--- src/hw/rtl/i2c_rm_pkg.sv ---
package i2c_rm_pkg;

   localparam logic [7:0] REG_STEP       = 8'h00;
   localparam logic [7:0] REG_LED_CONFIG = 8'h10;
   localparam logic [7:0] REG_LED_LIGHT  = 8'h20;
   localparam logic [7:0] REG_LED_SWITCH = 8'h30;
   localparam logic [7:0] REG_RGB_MODE   = 8'h40;
   localparam logic [7:0] REG_RGB_LEVEL  = 8'h41;
   localparam logic [7:0] REG_COLOUR_0   = 8'h50;
   localparam logic [7:0] REG_COLOUR_1   = 8'h51;
   localparam logic [7:0] REG_COLOUR_2   = 8'h52;
   localparam logic [7:0] REG_SAVE       = 8'hF0;
   localparam logic [7:0] REG_UPDATE     = 8'hFD;
   localparam logic [7:0] REG_FW_VERSION = 8'hFE;
   localparam logic [7:0] REG_BUS_ADDR   = 8'hFF;

   localparam logic [7:0] ADDR_MIN  = 8'h08;
   localparam logic [7:0] ADDR_MAX  = 8'h77;
   localparam logic [7:0] LIMIT_100 = 8'd100;
   localparam logic [9:0] MS_PER_UNIT = 10'd1000;

   localparam logic [7:0] FW_VERSION_DEFAULT  = 8'h01;
   localparam logic [7:0] LED_CONFIG_DEFAULT  = 8'hFE;
   localparam logic [6:0] LEVEL_DEFAULT       = 7'h32;
   localparam logic [6:0] BUS_ADDRESS_DEFAULT = 7'h48;
   localparam logic [7:0] RGB_MODE_DEFAULT    = 8'h01;

   localparam logic [1:0] SAVE_NONE = 2'd0;
   localparam logic [1:0] SAVE_STEP = 2'd1;
   localparam logic [1:0] SAVE_RGB  = 2'd2;

   localparam logic [7:0] SAVE_CMD_STEP = 8'd1;
   localparam logic [7:0] SAVE_CMD_RGB  = 8'd2;

   typedef struct packed {
      logic       mode;
      logic [7:0] step_value;
      logic [7:0] reg_addr;
      logic [3:0] byte_count;
      logic [7:0] data_first;
      logic [7:0] data_second;
      logic [7:0] data_third;
   } req_type;

   typedef struct packed {
      logic [1:0]  read_len;
      logic [7:0]  read_first;
      logic [7:0]  read_second;
      logic [7:0]  read_third;
      logic [17:0] led_timeout_ms;
      logic [1:0]  save_request;
      logic        address_changed;
      logic [6:0]  device_address;
      logic        update_request;
      logic        colour_changed;
   } rsp_type;

   typedef struct packed {
      logic capture;
      logic execute;
   } ctrl_cmd_type;

   typedef struct packed {
      logic out_free;
   } ctrl_status_type;

   typedef enum logic {
      ST_IDLE,
      ST_EXEC
   } state_type;

endpackage

--- src/hw/rtl/i2c_rm_req_if.sv ---
interface i2c_rm_req_if import i2c_rm_pkg::*; ();
   logic    valid;
   logic    ready;
   req_type payload;

   modport source (output valid, output payload, input ready);
   modport sink (input valid, input payload, output ready);
endinterface

--- src/hw/rtl/i2c_rm_rsp_if.sv ---
interface i2c_rm_rsp_if import i2c_rm_pkg::*; ();
   logic    valid;
   logic    ready;
   rsp_type payload;

   modport source (output valid, output payload, input ready);
   modport sink (input valid, input payload, output ready);
endinterface

--- src/hw/rtl/i2c_rm_ctrl.sv ---
module i2c_rm_ctrl import i2c_rm_pkg::*; (
   input  logic            clock,
   input  logic            reset,
   input  logic            req_valid,
   output logic            req_ready,
   input  ctrl_status_type status,
   output ctrl_cmd_type    cmd
);

   state_type state_ff;
   state_type state_in;

   always_ff @(posedge clock) begin
      if (reset) begin
         state_ff <= ST_IDLE;
      end else begin
         state_ff <= state_in;
      end
   end

   always_comb begin
      state_in = state_ff;
      case (state_ff)
         ST_IDLE: begin
            if (req_valid) state_in = ST_EXEC;
         end
         ST_EXEC: begin
            if (status.out_free) state_in = ST_IDLE;
         end
         default: state_in = ST_IDLE;
      endcase
   end

   always_comb begin
      req_ready   = 1'b0;
      cmd.capture = 1'b0;
      cmd.execute = 1'b0;
      case (state_ff)
         ST_IDLE: begin
            req_ready   = 1'b1;
            cmd.capture = req_valid;
         end
         ST_EXEC: begin
            cmd.execute = status.out_free;
         end
         default: ;
      endcase
   end

endmodule

--- src/hw/rtl/i2c_rm_dp.sv ---
module i2c_rm_dp import i2c_rm_pkg::*; (
   input  logic            clock,
   input  logic            reset,
   input  ctrl_cmd_type    cmd,
   output ctrl_status_type status,
   input  req_type         req_payload,
   input  logic            csr_we,
   input  logic [7:0]      csr_wdata,
   input  logic            rsp_ready,
   output logic            rsp_valid,
   output rsp_type         rsp_payload
);

   req_type     item_ff;
   logic [7:0]  fw_version_ff;
   logic [7:0]  step_now_ff,    step_now_in;
   logic [7:0]  led_config_ff,  led_config_in;
   logic [6:0]  led_light_ff,   led_light_in;
   logic        led_switch_ff,  led_switch_in;
   logic [7:0]  rgb_mode_ff,    rgb_mode_in;
   logic [7:0]  rgb_level_ff,   rgb_level_in;
   logic [7:0]  colour_ff [3];
   logic [7:0]  colour_in [3];
   logic [6:0]  bus_address_ff, bus_address_in;
   logic [15:0] saved_step_ff,  saved_step_in;
   logic [15:0] saved_rgb_ff,   saved_rgb_in;
   logic        rsp_valid_ff;
   rsp_type     rsp_ff,         rsp_in;

   logic        is_write, is_read, len_two, rgb_burst, colour_burst;
   logic [7:0]  d0, d1, d2;
   logic [1:0]  off;
   logic [15:0] step_pack, rgb_pack;

   // true when burst position pos lies inside the data bytes of the transfer
   function automatic logic burst_hit(input logic [1:0] pos, input logic [3:0] len);
      burst_hit = ({2'b00, pos} + 4'd1) < len;
   endfunction

   function automatic logic [7:0] pick(input logic [1:0] pos, input logic [7:0] a,
                                       input logic [7:0] b, input logic [7:0] c);
      case (pos)
         2'd0:    pick = a;
         2'd1:    pick = b;
         default: pick = c;
      endcase
   endfunction

   assign status.out_free = !rsp_valid_ff || rsp_ready;
   assign rsp_valid       = rsp_valid_ff;
   assign rsp_payload     = rsp_ff;

   always_ff @(posedge clock) begin
      if (cmd.capture) item_ff <= req_payload;
      if (cmd.execute) rsp_ff <= rsp_in;
   end

   always_ff @(posedge clock) begin
      if (reset) begin
         rsp_valid_ff <= 1'b0;
      end else if (cmd.execute) begin
         rsp_valid_ff <= 1'b1;
      end else if (rsp_ready) begin
         rsp_valid_ff <= 1'b0;
      end
   end

   always_ff @(posedge clock) begin
      if (reset) begin
         fw_version_ff <= FW_VERSION_DEFAULT;
      end else if (csr_we) begin
         fw_version_ff <= csr_wdata;
      end
   end

   always_ff @(posedge clock) begin
      if (reset) begin
         step_now_ff    <= 8'd0;
         led_config_ff  <= LED_CONFIG_DEFAULT;
         led_light_ff   <= LEVEL_DEFAULT;
         led_switch_ff  <= 1'b1;
         rgb_mode_ff    <= RGB_MODE_DEFAULT;
         rgb_level_ff   <= {1'b0, LEVEL_DEFAULT};
         colour_ff[0]   <= 8'd0;
         colour_ff[1]   <= 8'd0;
         colour_ff[2]   <= 8'd0;
         bus_address_ff <= BUS_ADDRESS_DEFAULT;
         saved_step_ff  <= {LED_CONFIG_DEFAULT, LEVEL_DEFAULT, 1'b1};
         saved_rgb_ff   <= {RGB_MODE_DEFAULT, 1'b0, LEVEL_DEFAULT};
      end else if (cmd.execute) begin
         step_now_ff    <= step_now_in;
         led_config_ff  <= led_config_in;
         led_light_ff   <= led_light_in;
         led_switch_ff  <= led_switch_in;
         rgb_mode_ff    <= rgb_mode_in;
         rgb_level_ff   <= rgb_level_in;
         colour_ff[0]   <= colour_in[0];
         colour_ff[1]   <= colour_in[1];
         colour_ff[2]   <= colour_in[2];
         bus_address_ff <= bus_address_in;
         saved_step_ff  <= saved_step_in;
         saved_rgb_ff   <= saved_rgb_in;
      end
   end

   always_comb begin
      d0           = item_ff.data_first;
      d1           = item_ff.data_second;
      d2           = item_ff.data_third;
      is_write     = !item_ff.mode && (item_ff.byte_count > 4'd1);
      is_read      = !item_ff.mode && (item_ff.byte_count == 4'd1);
      len_two      = item_ff.byte_count == 4'd2;
      off          = item_ff.reg_addr[1:0];
      rgb_burst    = (item_ff.reg_addr == REG_RGB_MODE || item_ff.reg_addr == REG_RGB_LEVEL)
                     && (item_ff.byte_count <= 4'd3);
      colour_burst = (item_ff.reg_addr == REG_COLOUR_0 || item_ff.reg_addr == REG_COLOUR_1
                      || item_ff.reg_addr == REG_COLOUR_2) && (item_ff.byte_count <= 4'd4);
      step_pack    = {led_config_ff, led_light_ff, led_switch_ff};
      rgb_pack     = {rgb_mode_ff, rgb_level_ff};

      step_now_in    = step_now_ff;
      led_config_in  = led_config_ff;
      led_light_in   = led_light_ff;
      led_switch_in  = led_switch_ff;
      rgb_mode_in    = rgb_mode_ff;
      rgb_level_in   = rgb_level_ff;
      colour_in[0]   = colour_ff[0];
      colour_in[1]   = colour_ff[1];
      colour_in[2]   = colour_ff[2];
      bus_address_in = bus_address_ff;
      saved_step_in  = saved_step_ff;
      saved_rgb_in   = saved_rgb_ff;

      rsp_in.read_len        = 2'd0;
      rsp_in.read_first      = 8'd0;
      rsp_in.read_second     = 8'd0;
      rsp_in.read_third      = 8'd0;
      rsp_in.save_request    = SAVE_NONE;
      rsp_in.address_changed = 1'b0;
      rsp_in.update_request  = 1'b0;
      rsp_in.colour_changed  = 1'b0;

      if (item_ff.mode) begin
         step_now_in = item_ff.step_value;
      end else if (is_write) begin
         if (item_ff.reg_addr == REG_LED_CONFIG && len_two) begin
            led_config_in = d0;
         end else if (item_ff.reg_addr == REG_LED_LIGHT && len_two) begin
            if (d0 <= LIMIT_100) led_light_in = d0[6:0];
         end else if (item_ff.reg_addr == REG_LED_SWITCH && len_two) begin
            if (d0 <= 8'd1) led_switch_in = d0[0];
         end else if (item_ff.reg_addr == REG_BUS_ADDR && len_two) begin
            if (d0 >= ADDR_MIN && d0 <= ADDR_MAX && d0[6:0] != bus_address_ff) begin
               bus_address_in         = d0[6:0];
               rsp_in.address_changed = 1'b1;
            end
         end else if (rgb_burst) begin
            if (!off[0]) begin
               rgb_mode_in = d0;
               if (item_ff.byte_count == 4'd3 && d1 <= LIMIT_100) rgb_level_in = d1;
            end else if (d0 <= LIMIT_100) begin
               rgb_level_in = d0;
            end
         end else if (colour_burst) begin
            for (int c = 0; c < 3; c++) begin
               if (2'(c) >= off && burst_hit(2'(c) - off, item_ff.byte_count)
                   && pick(2'(c) - off, d0, d1, d2) != colour_ff[c]) begin
                  colour_in[c]          = pick(2'(c) - off, d0, d1, d2);
                  rsp_in.colour_changed = 1'b1;
               end
            end
         end else if (item_ff.reg_addr == REG_UPDATE && len_two) begin
            rsp_in.update_request = d0 != 8'd0;
         end else if (item_ff.reg_addr == REG_SAVE && len_two) begin
            if (d0 == SAVE_CMD_STEP && step_pack != saved_step_ff) begin
               saved_step_in       = step_pack;
               rsp_in.save_request = SAVE_STEP;
            end else if (d0 == SAVE_CMD_RGB && rgb_pack != saved_rgb_ff) begin
               saved_rgb_in        = rgb_pack;
               rsp_in.save_request = SAVE_RGB;
            end
         end
      end else if (is_read) begin
         case (item_ff.reg_addr)
            REG_STEP: begin
               rsp_in.read_len = 2'd1; rsp_in.read_first = step_now_ff;
            end
            REG_LED_CONFIG: begin
               rsp_in.read_len = 2'd1; rsp_in.read_first = led_config_ff;
            end
            REG_LED_LIGHT: begin
               rsp_in.read_len = 2'd1; rsp_in.read_first = {1'b0, led_light_ff};
            end
            REG_LED_SWITCH: begin
               rsp_in.read_len = 2'd1; rsp_in.read_first = {7'd0, led_switch_ff};
            end
            REG_RGB_MODE: begin
               rsp_in.read_len    = 2'd2;
               rsp_in.read_first  = rgb_mode_ff;
               rsp_in.read_second = rgb_level_ff;
            end
            REG_RGB_LEVEL: begin
               rsp_in.read_len = 2'd1; rsp_in.read_first = rgb_level_ff;
            end
            REG_COLOUR_0: begin
               rsp_in.read_len    = 2'd3;
               rsp_in.read_first  = colour_ff[0];
               rsp_in.read_second = colour_ff[1];
               rsp_in.read_third  = colour_ff[2];
            end
            REG_COLOUR_1: begin
               rsp_in.read_len    = 2'd2;
               rsp_in.read_first  = colour_ff[1];
               rsp_in.read_second = colour_ff[2];
            end
            REG_COLOUR_2: begin
               rsp_in.read_len = 2'd1; rsp_in.read_first = colour_ff[2];
            end
            REG_FW_VERSION: begin
               rsp_in.read_len = 2'd1; rsp_in.read_first = fw_version_ff;
            end
            REG_BUS_ADDR: begin
               rsp_in.read_len = 2'd1; rsp_in.read_first = {1'b0, bus_address_ff};
            end
            default: ;
         endcase
      end

      rsp_in.led_timeout_ms = 18'(led_config_in) * 18'(MS_PER_UNIT);
      rsp_in.device_address = bus_address_in;
   end

endmodule

--- src/hw/rtl/i2c_register_map_slave_core.sv ---
// an accepted transfer is captured first, then decoded and its response registered
// once the response register is free; a new transfer is taken only after that
// the response register frees the input side once its transfer completes
// reset: synchronous active-high reset loads the default register values,
// the saved-value shadows and firmware version 1, and empties the response register
module i2c_register_map_slave_core import i2c_rm_pkg::*; (
   input  logic         clock,
   input  logic         reset,
   i2c_rm_req_if.sink   req_chan,
   i2c_rm_rsp_if.source rsp_chan,
   input  logic         csr_we,
   input  logic [7:0]   csr_wdata
);

   ctrl_cmd_type    cmd;
   ctrl_status_type status;

   i2c_rm_ctrl u_ctrl (
      .clock     (clock),
      .reset     (reset),
      .req_valid (req_chan.valid),
      .req_ready (req_chan.ready),
      .status    (status),
      .cmd       (cmd)
   );

   i2c_rm_dp u_dp (
      .clock       (clock),
      .reset       (reset),
      .cmd         (cmd),
      .status      (status),
      .req_payload (req_chan.payload),
      .csr_we      (csr_we),
      .csr_wdata   (csr_wdata),
      .rsp_ready   (rsp_chan.ready),
      .rsp_valid   (rsp_chan.valid),
      .rsp_payload (rsp_chan.payload)
   );

endmodule

--- src/flat_wrapper.sv ---
// flat-port wrapper written by rule: the top's interface ports become plain ports
module i2c_register_map_slave_core_flat import i2c_rm_pkg::*;
  (clock, reset, csr_we, csr_wdata, req_chan_valid, req_chan_payload, req_chan_ready, rsp_chan_valid, rsp_chan_payload, rsp_chan_ready);
  i2c_rm_req_if req_chan_i ();
  i2c_rm_rsp_if rsp_chan_i ();
  input  logic clock;
  input  logic reset;
  input  logic csr_we;
  input  logic [7:0] csr_wdata;
  input wire logic [$bits(req_chan_i.valid)-1:0] req_chan_valid;
  input wire logic [$bits(req_chan_i.payload)-1:0] req_chan_payload;
  output wire logic [$bits(req_chan_i.ready)-1:0] req_chan_ready;
  output wire logic [$bits(rsp_chan_i.valid)-1:0] rsp_chan_valid;
  output wire logic [$bits(rsp_chan_i.payload)-1:0] rsp_chan_payload;
  input wire logic [$bits(rsp_chan_i.ready)-1:0] rsp_chan_ready;
  assign req_chan_i.valid = req_chan_valid;
  assign req_chan_i.payload = req_chan_payload;
  assign req_chan_ready = req_chan_i.ready;
  assign rsp_chan_valid = rsp_chan_i.valid;
  assign rsp_chan_payload = rsp_chan_i.payload;
  assign rsp_chan_i.ready = rsp_chan_ready;
  i2c_register_map_slave_core u_core (.clock(clock), .reset(reset), .req_chan(req_chan_i), .rsp_chan(rsp_chan_i), .csr_we(csr_we), .csr_wdata(csr_wdata));
endmodule
--- config.mk ---
export PLATFORM = sky130hd
export DESIGN_NAME = i2c_register_map_slave_core_flat
export DESIGN_NICKNAME = d
export VERILOG_FILES = /design/src/hw/rtl/i2c_rm_pkg.sv /design/src/hw/rtl/i2c_rm_req_if.sv /design/src/hw/rtl/i2c_rm_rsp_if.sv /design/src/hw/rtl/i2c_rm_ctrl.sv /design/src/hw/rtl/i2c_rm_dp.sv /design/src/hw/rtl/i2c_register_map_slave_core.sv /design/src/flat_wrapper.sv
export SDC_FILE = /design/constraint.sdc
export NUM_CORES = 1
export LEC_CHECK = 0
export ABC_CLOCK_PERIOD_IN_PS = 9090
export BUFFER_PORTS_ARGS = -buffer_cell sky130_fd_sc_hd__buf_2
export CAP_MARGIN = 20
export CORE_ASPECT_RATIO = 0.7
export CORE_MARGIN = 4
export CORE_UTILIZATION = 40
export CTS_CLUSTER_DIAMETER = 30
export DETAILED_ROUTE_END_ITERATION = 6
export PLACE_DENSITY_LB_ADDON = 0.08
export SLEW_MARGIN = 20
export SYNTH_ARGS = -nofsm -noshare
export SYNTH_HDL_FRONTEND = slang
export SYNTH_SLANG_ARGS = --single-unit
export TNS_END_PERCENT = 10
--- constraint.sdc ---
create_clock -name clock -period 9.09 [get_ports clock]
set_clock_uncertainty 0.1 [all_clocks]
set_input_delay 0.4545 -clock clock [delete_from_list [all_inputs] [get_ports clock]]
set_output_delay 0.4545 -clock clock [all_outputs]
set_load 0.05 [all_outputs]
### Word level (Yosys, flattened, before mapping)

Memories as Yosys holds them, arrays and structs flattened.
Index checks and enable logic that the tools add are counted.

* word-level logic and storage cells: 220
* flip-flop bits (word level): 187
* output and inout bits: 58
* input port bits: 58
* bits in writable memories: 24
* memories: 1

* $add $sub $neg: 6
* multiply operators: 1
* mux-type cells: 75
* eq/ne operators: 27
* bitwise operators: 18
* $lt $le $gt $ge: 14
* reduce and logical (&&, ||, !) cells: 48

Memories
* u_core.u_dp.colour_ff: depth 3, bits a word 8, read ports 3, clocked after Yosys merged registers in 0, write ports 3, RTL line i2c_rm_dp.sv:22 `logic [7:0] colour_ff [3];`

Operators with widths (count)
* $mux 8: 36
* $mux 24: 8
* $pmux 10 s11: 1
* $mux 7: 7
* $pmux 8 s2: 3
* $eq 8x7->1 const B: 5
* $eq 8x8->1 const B: 4
* $ne 16x16->1: 2
* $le 8x7->1 const B: 3
* $ne 8x8->1: 3
* $pmux 8 s3: 1
* $logic_and 1x1->1: 21
* $mux 1: 17
* $eq 8x6->1 const B: 2
* $mul 8x7->15 const B: 1
* $not 1->1: 15
* $reduce_and 13->1: 1
* $lt 3x4->1: 3
* $reduce_and 12->1: 1
* $reduce_or 11->1: 1
* $reduce_and 10->1: 1
* $reduce_or 10->1: 1
* $add 2x1->3 const B: 3
* $reduce_and 9->1: 1
* other kinds (34): 48

### Longest topological paths before layout

* word-level depth: 24
* depth in mapped cells: 23
* gate-level depth less buffers: 21

### By module

From an unflattened synthesis, not the netlist that was laid out.

* cell total of the unflattened synthesis: 1063
* area, all modules: 11353.4 um2

By module, submodules not included
* i2c_rm_dp: instances 1, sequential area each 5425.2 um2, cells each 1057, area each 11300.8 um2
* i2c_rm_ctrl: instances 1, sequential area each 20.0 um2, cells each 6, area each 52.6 um2

### Worst setup path before layout

OpenSTA, ideal clock, no wires.

* kind: reg-to-reg
* start: register u_core.u_dp.item_ff[28] (netlist bit)
* end: register u_core.u_dp.rsp_ff (netlist bit u_core.u_dp.rsp_payload[29]) (data pin)
* stages on the path, launching flop included: 21
* slack: 3212 ps
* data arrival time: 5498 ps
* path through: edfxtp_1 > clkbuf_1 > inv_1 > ha_1 > or3b_1 > nor3_2 > nand3_2 > buf_6 > mux2i_1 > inv_1 > ha_1 > fa_1 > inv_1 > fa_1 > inv_1 > ha_1 > ha_1 > a2111oi_0 > o21ai_0 > a41oi_1 > o211ai_1

RTL lines
* start, declared: RTL line i2c_rm_dp.sv:14 `req_type item_ff;`
* start signal, assigned: RTL line i2c_rm_dp.sv:54 `if (cmd.capture) item_ff <= req_payload;`
* end signal, assigned: RTL line i2c_rm_dp.sv:55 `if (cmd.execute) rsp_ff <= rsp_in;`
* end, declared: RTL line i2c_rm_dp.sv:28 `rsp_type rsp_ff, rsp_in;`

==> results by group <==
Placed design
  – PortBufs: 112
  – Area post-placement: 12100 um^2
  – Detailed Place HPWL: 24400 um
  – Gpl congestion: around 0.89

Logic synthesis
  – Post-Synthesis Cell Area: 11200 um^2
  – Ys Warns: 0
  – Syn Area/Cell: 11.0 um^2
  – Unique masters post-synth: 73
  – Async SR Flop Fraction: 0%
  – Ys flop type: edfxtp_1
  – Post-synth EDFFs: 122
  – Seq/Total Area, Yosys: 48.4%
  – Synthesized flop and latch total: 211
  – Syn Inst Count: around 1.0k

Setup path
  – WP data required: slightly above 9 ns
  – Worst path top cell family by delay: adder cells
  – CP startpoint kind: flop
  – Crit-path max cell delay: 0.71 ns
  – CP arrival: 7.69 ns
  – Crit-path cells: inv_1, ha_1, or3b_1, nor3_2, nand3_2, mux2i_1, inv_1, ha_1, fa_1, inv_1, fa_1, inv_1, ha_1, ha_1, a2111oi_0, o21ai_0, a41oi_1, o211ai_1
  – Crit Path Category: reg -> reg
  – Critical-path top delay cell: mux2i_1
  – Worst path bufs/invs: 4
  – Max FO, Critical Path: 21
  – Critical path endpoint category: flop

Floorplan
  – Die Ht: 148 um
  – Die footprint: 30900 um^2
  – Num ports: 116
  – Starting density of the core: about two fifths
  – Row Count: between 50 and 60
  – Placeable Area: about 28000 um^2
  – Die W: 208 um

Pwr
  – Leakage: 5.58 nW
  – Max IR drop VDD: roughly 0.23 mV
  – Pwr dens: about 270 nW/um^2

STA
  – Final Hold Fails: 0
  – Final setup fails: 0
  – Fmax: roughly 0.13 GHz
  – Worst-Margin Slew: 1.02 ns
  – Final cycle utilization of the critical path: between 80% and 90%
  – Crit path time final: 7.55 ns
  – Setup TNS: 0 ns
  – RSZ-0062 raised after global routing: no
  – Slew HR: 32.1%
  – Max Slew Vio Count: 0

Layout
  – FF+latch area: approximately 5400 um^2
  – Total inserted antenna cells: 0
  – Area growth syn-to-layout: 25.0%
  – Fillers: 2599
  – Layout Nets: 1301
  – Multi-input logic area: 5330 um^2
  – Most frequent cells in the layout: 122 x edfxtp_1, 117 x nor2_1, 112 x buf_2, 89 x dfxtp_1, 52 x inv_1
  – Finished Cell Area: 14100 um^2
  – Layout cell share with drive strength beyond 1: 19.0%
  – Most common cell after layout, fill and taps aside: edfxtp_1

Route
  – Drt total wl: 34000 um
  – Vias per inst: 5.40
  – Avg WL per Cell: 21.5 um
  – Drt pass-1 iters: 6
  – Drc violations: 0
  – Antenna Nets Post-Route: 0
  – Initial DRC Count: 877
  – Vias: 8550

Run status
  – Outcome: complete, no violations

CTS
  – Post-CTS Setup Inserts: 0
  – CTS Buf Count: 44
  – Root Buffer: clkbuf_16
  – # clock sinks: 211
  – Skew-Pair Late Insertion Delay: 0.54 ns
  – Clk pin slew, worst setup/hold paths: roughly 0.050 ns
  – CTS tree: done
  – Clock tree buffer depth: 3
  – CTS HTree Levels: 2

Min path
  – Hold crit path type: in -> reg

Global route
  – Total track usage: 22.0%
  – Vias in the first global route: 8380
  – Largest net degree at the start of global routing: 54
  – Global-route wire length before repair: 52300 um
  – Total gr overflow: 0
  – Initial antenna violation count: 0

Job
  – Max cap viols: 0
timing repair:
action / 4_1_cts / 5_1_grt
hold endpoints to repair: 45 / 0
resized for setup: 0 / 0
hold buffers: 45 / 0
per-stage QoR:
step                      hold slack, ns  util, %  power, W  std cells  setup slack (ns)
after floorplan                    0.333        -   0.00196       1026              3.21
after global placement             0.385     43.5   0.00218       1455              1.93
after detailed placement           0.385     43.5   0.00218       1455              1.65
after CTS                         0.0286     50.6   0.00384       1582              1.58
after global routing              0.0392     50.6   0.00402       1582              1.06
final                             0.0477     50.6   0.00381       1582              1.54
path summary, 6_finish.rpt:
kind              cells past startpoint                           end  slack [ns]                        from
hold / removal                        2  u_core.u_dp.fw_version_ff[0]        0.05                csr_wdata[0]
hold reg to reg                       2    u_core.u_dp.step_now_ff[7]        0.40  u_core.u_dp.step_now_ff[7]
setup reg to reg                     18   u_core.u_dp.rsp_payload[29]        1.54     u_core.u_dp.item_ff[28]
setup / recovery                     18   u_core.u_dp.rsp_payload[29]        1.54     u_core.u_dp.item_ff[28]
report_power, final:
| group | total, W | internal (W) | leakage, nW | switching [W] |
|---|---|---|---|---|
| clock | 0.00162 | 0.00107 | 0.724 | 0.000550 |
| sequential | 0.00118 | 0.00113 | 1.88 | 0.0000536 |
| combinational | 0.00100 | 0.000396 | 2.97 | 0.000606 |
| total | 0.00381 | 0.00260 | 5.58 | 0.00121 |
sequential cells by signal, summed over array words and instances (netlist names), 16 cells and up:
register / flops
u_core.u_dp.colour_ff: 24
u_core.u_dp.rsp_payload: 53
u_core.u_dp.saved_step_ff: 16
u_core.u_dp.saved_rgb_ff: 16
u_core.u_dp.item_ff: 21
cell families after synthesis:
family | Yosys count | share of synthesized area, %
buffers and inverters | 120 | 4.52
other | 1 | 0.0334
flip-flops | 211 | 48.4
multiplexers | 60 | 5.62
AND/OR/NAND/NOR | 280 | 12.6
adder cells (fa/ha/maj) | 68 | 8.90
XOR/XNOR | 87 | 6.84
AO/OA/AOI/OAI | 197 | 13.1
cell usage after synthesis, types with 3 or more instances:
master	n	area, um^2
xor2_1	48	420
buf_2	4	20.0
o21bai_1	5	37.5
nand2_1	31	116
dfxtp_1	89	1780
a2111oi_0	3	26.3
ha_1	48	601
a22oi_1	21	158
inv_1	52	195
mux2i_1	50	500
a22o_1	11	96.3
nor3_1	12	60.1
a211oi_1	12	90.1
a222oi_1	14	140
nor4_1	9	56.3
clkbuf_1	52	195
nor2_1	117	439
nand4_1	14	87.6
nand2b_1	4	25.0
nor2b_1	23	144
xnor2_1	38	333
a211o_1	32	280
a21oi_1	35	175
mux2_2	7	78.8
buf_4	6	45.0
and3_1	8	50.1
nand3_1	25	125
o21ai_0	23	115
a221o_1	9	90.1
a21o_1	6	45.0
a221oi_1	6	52.6
nand3b_1	3	22.5
and2_1	14	87.6
fa_1	20	400
edfxtp_1	122	3660
routing by layer:
layer | track usage, % | part of all wire [%]
met4 | 4.53 | 1.2
met2 | 30.1 | 40
met3 | 4.79 | 7.7
met1 | 35.4 | 51
met5 | 0 | 0
area by class of cell:
cell class                 count  share of cell area (%)
sequential                   211                    38.7
timing repair buffer         168                    7.78
inverter                      55                    1.47
clock buffer                  53                    8.60
multi-input combinational    695                    37.9
clock inverter                29                    2.22
tap                          371                    3.30
No activity file was read; power rests on OpenSTA's default activity.
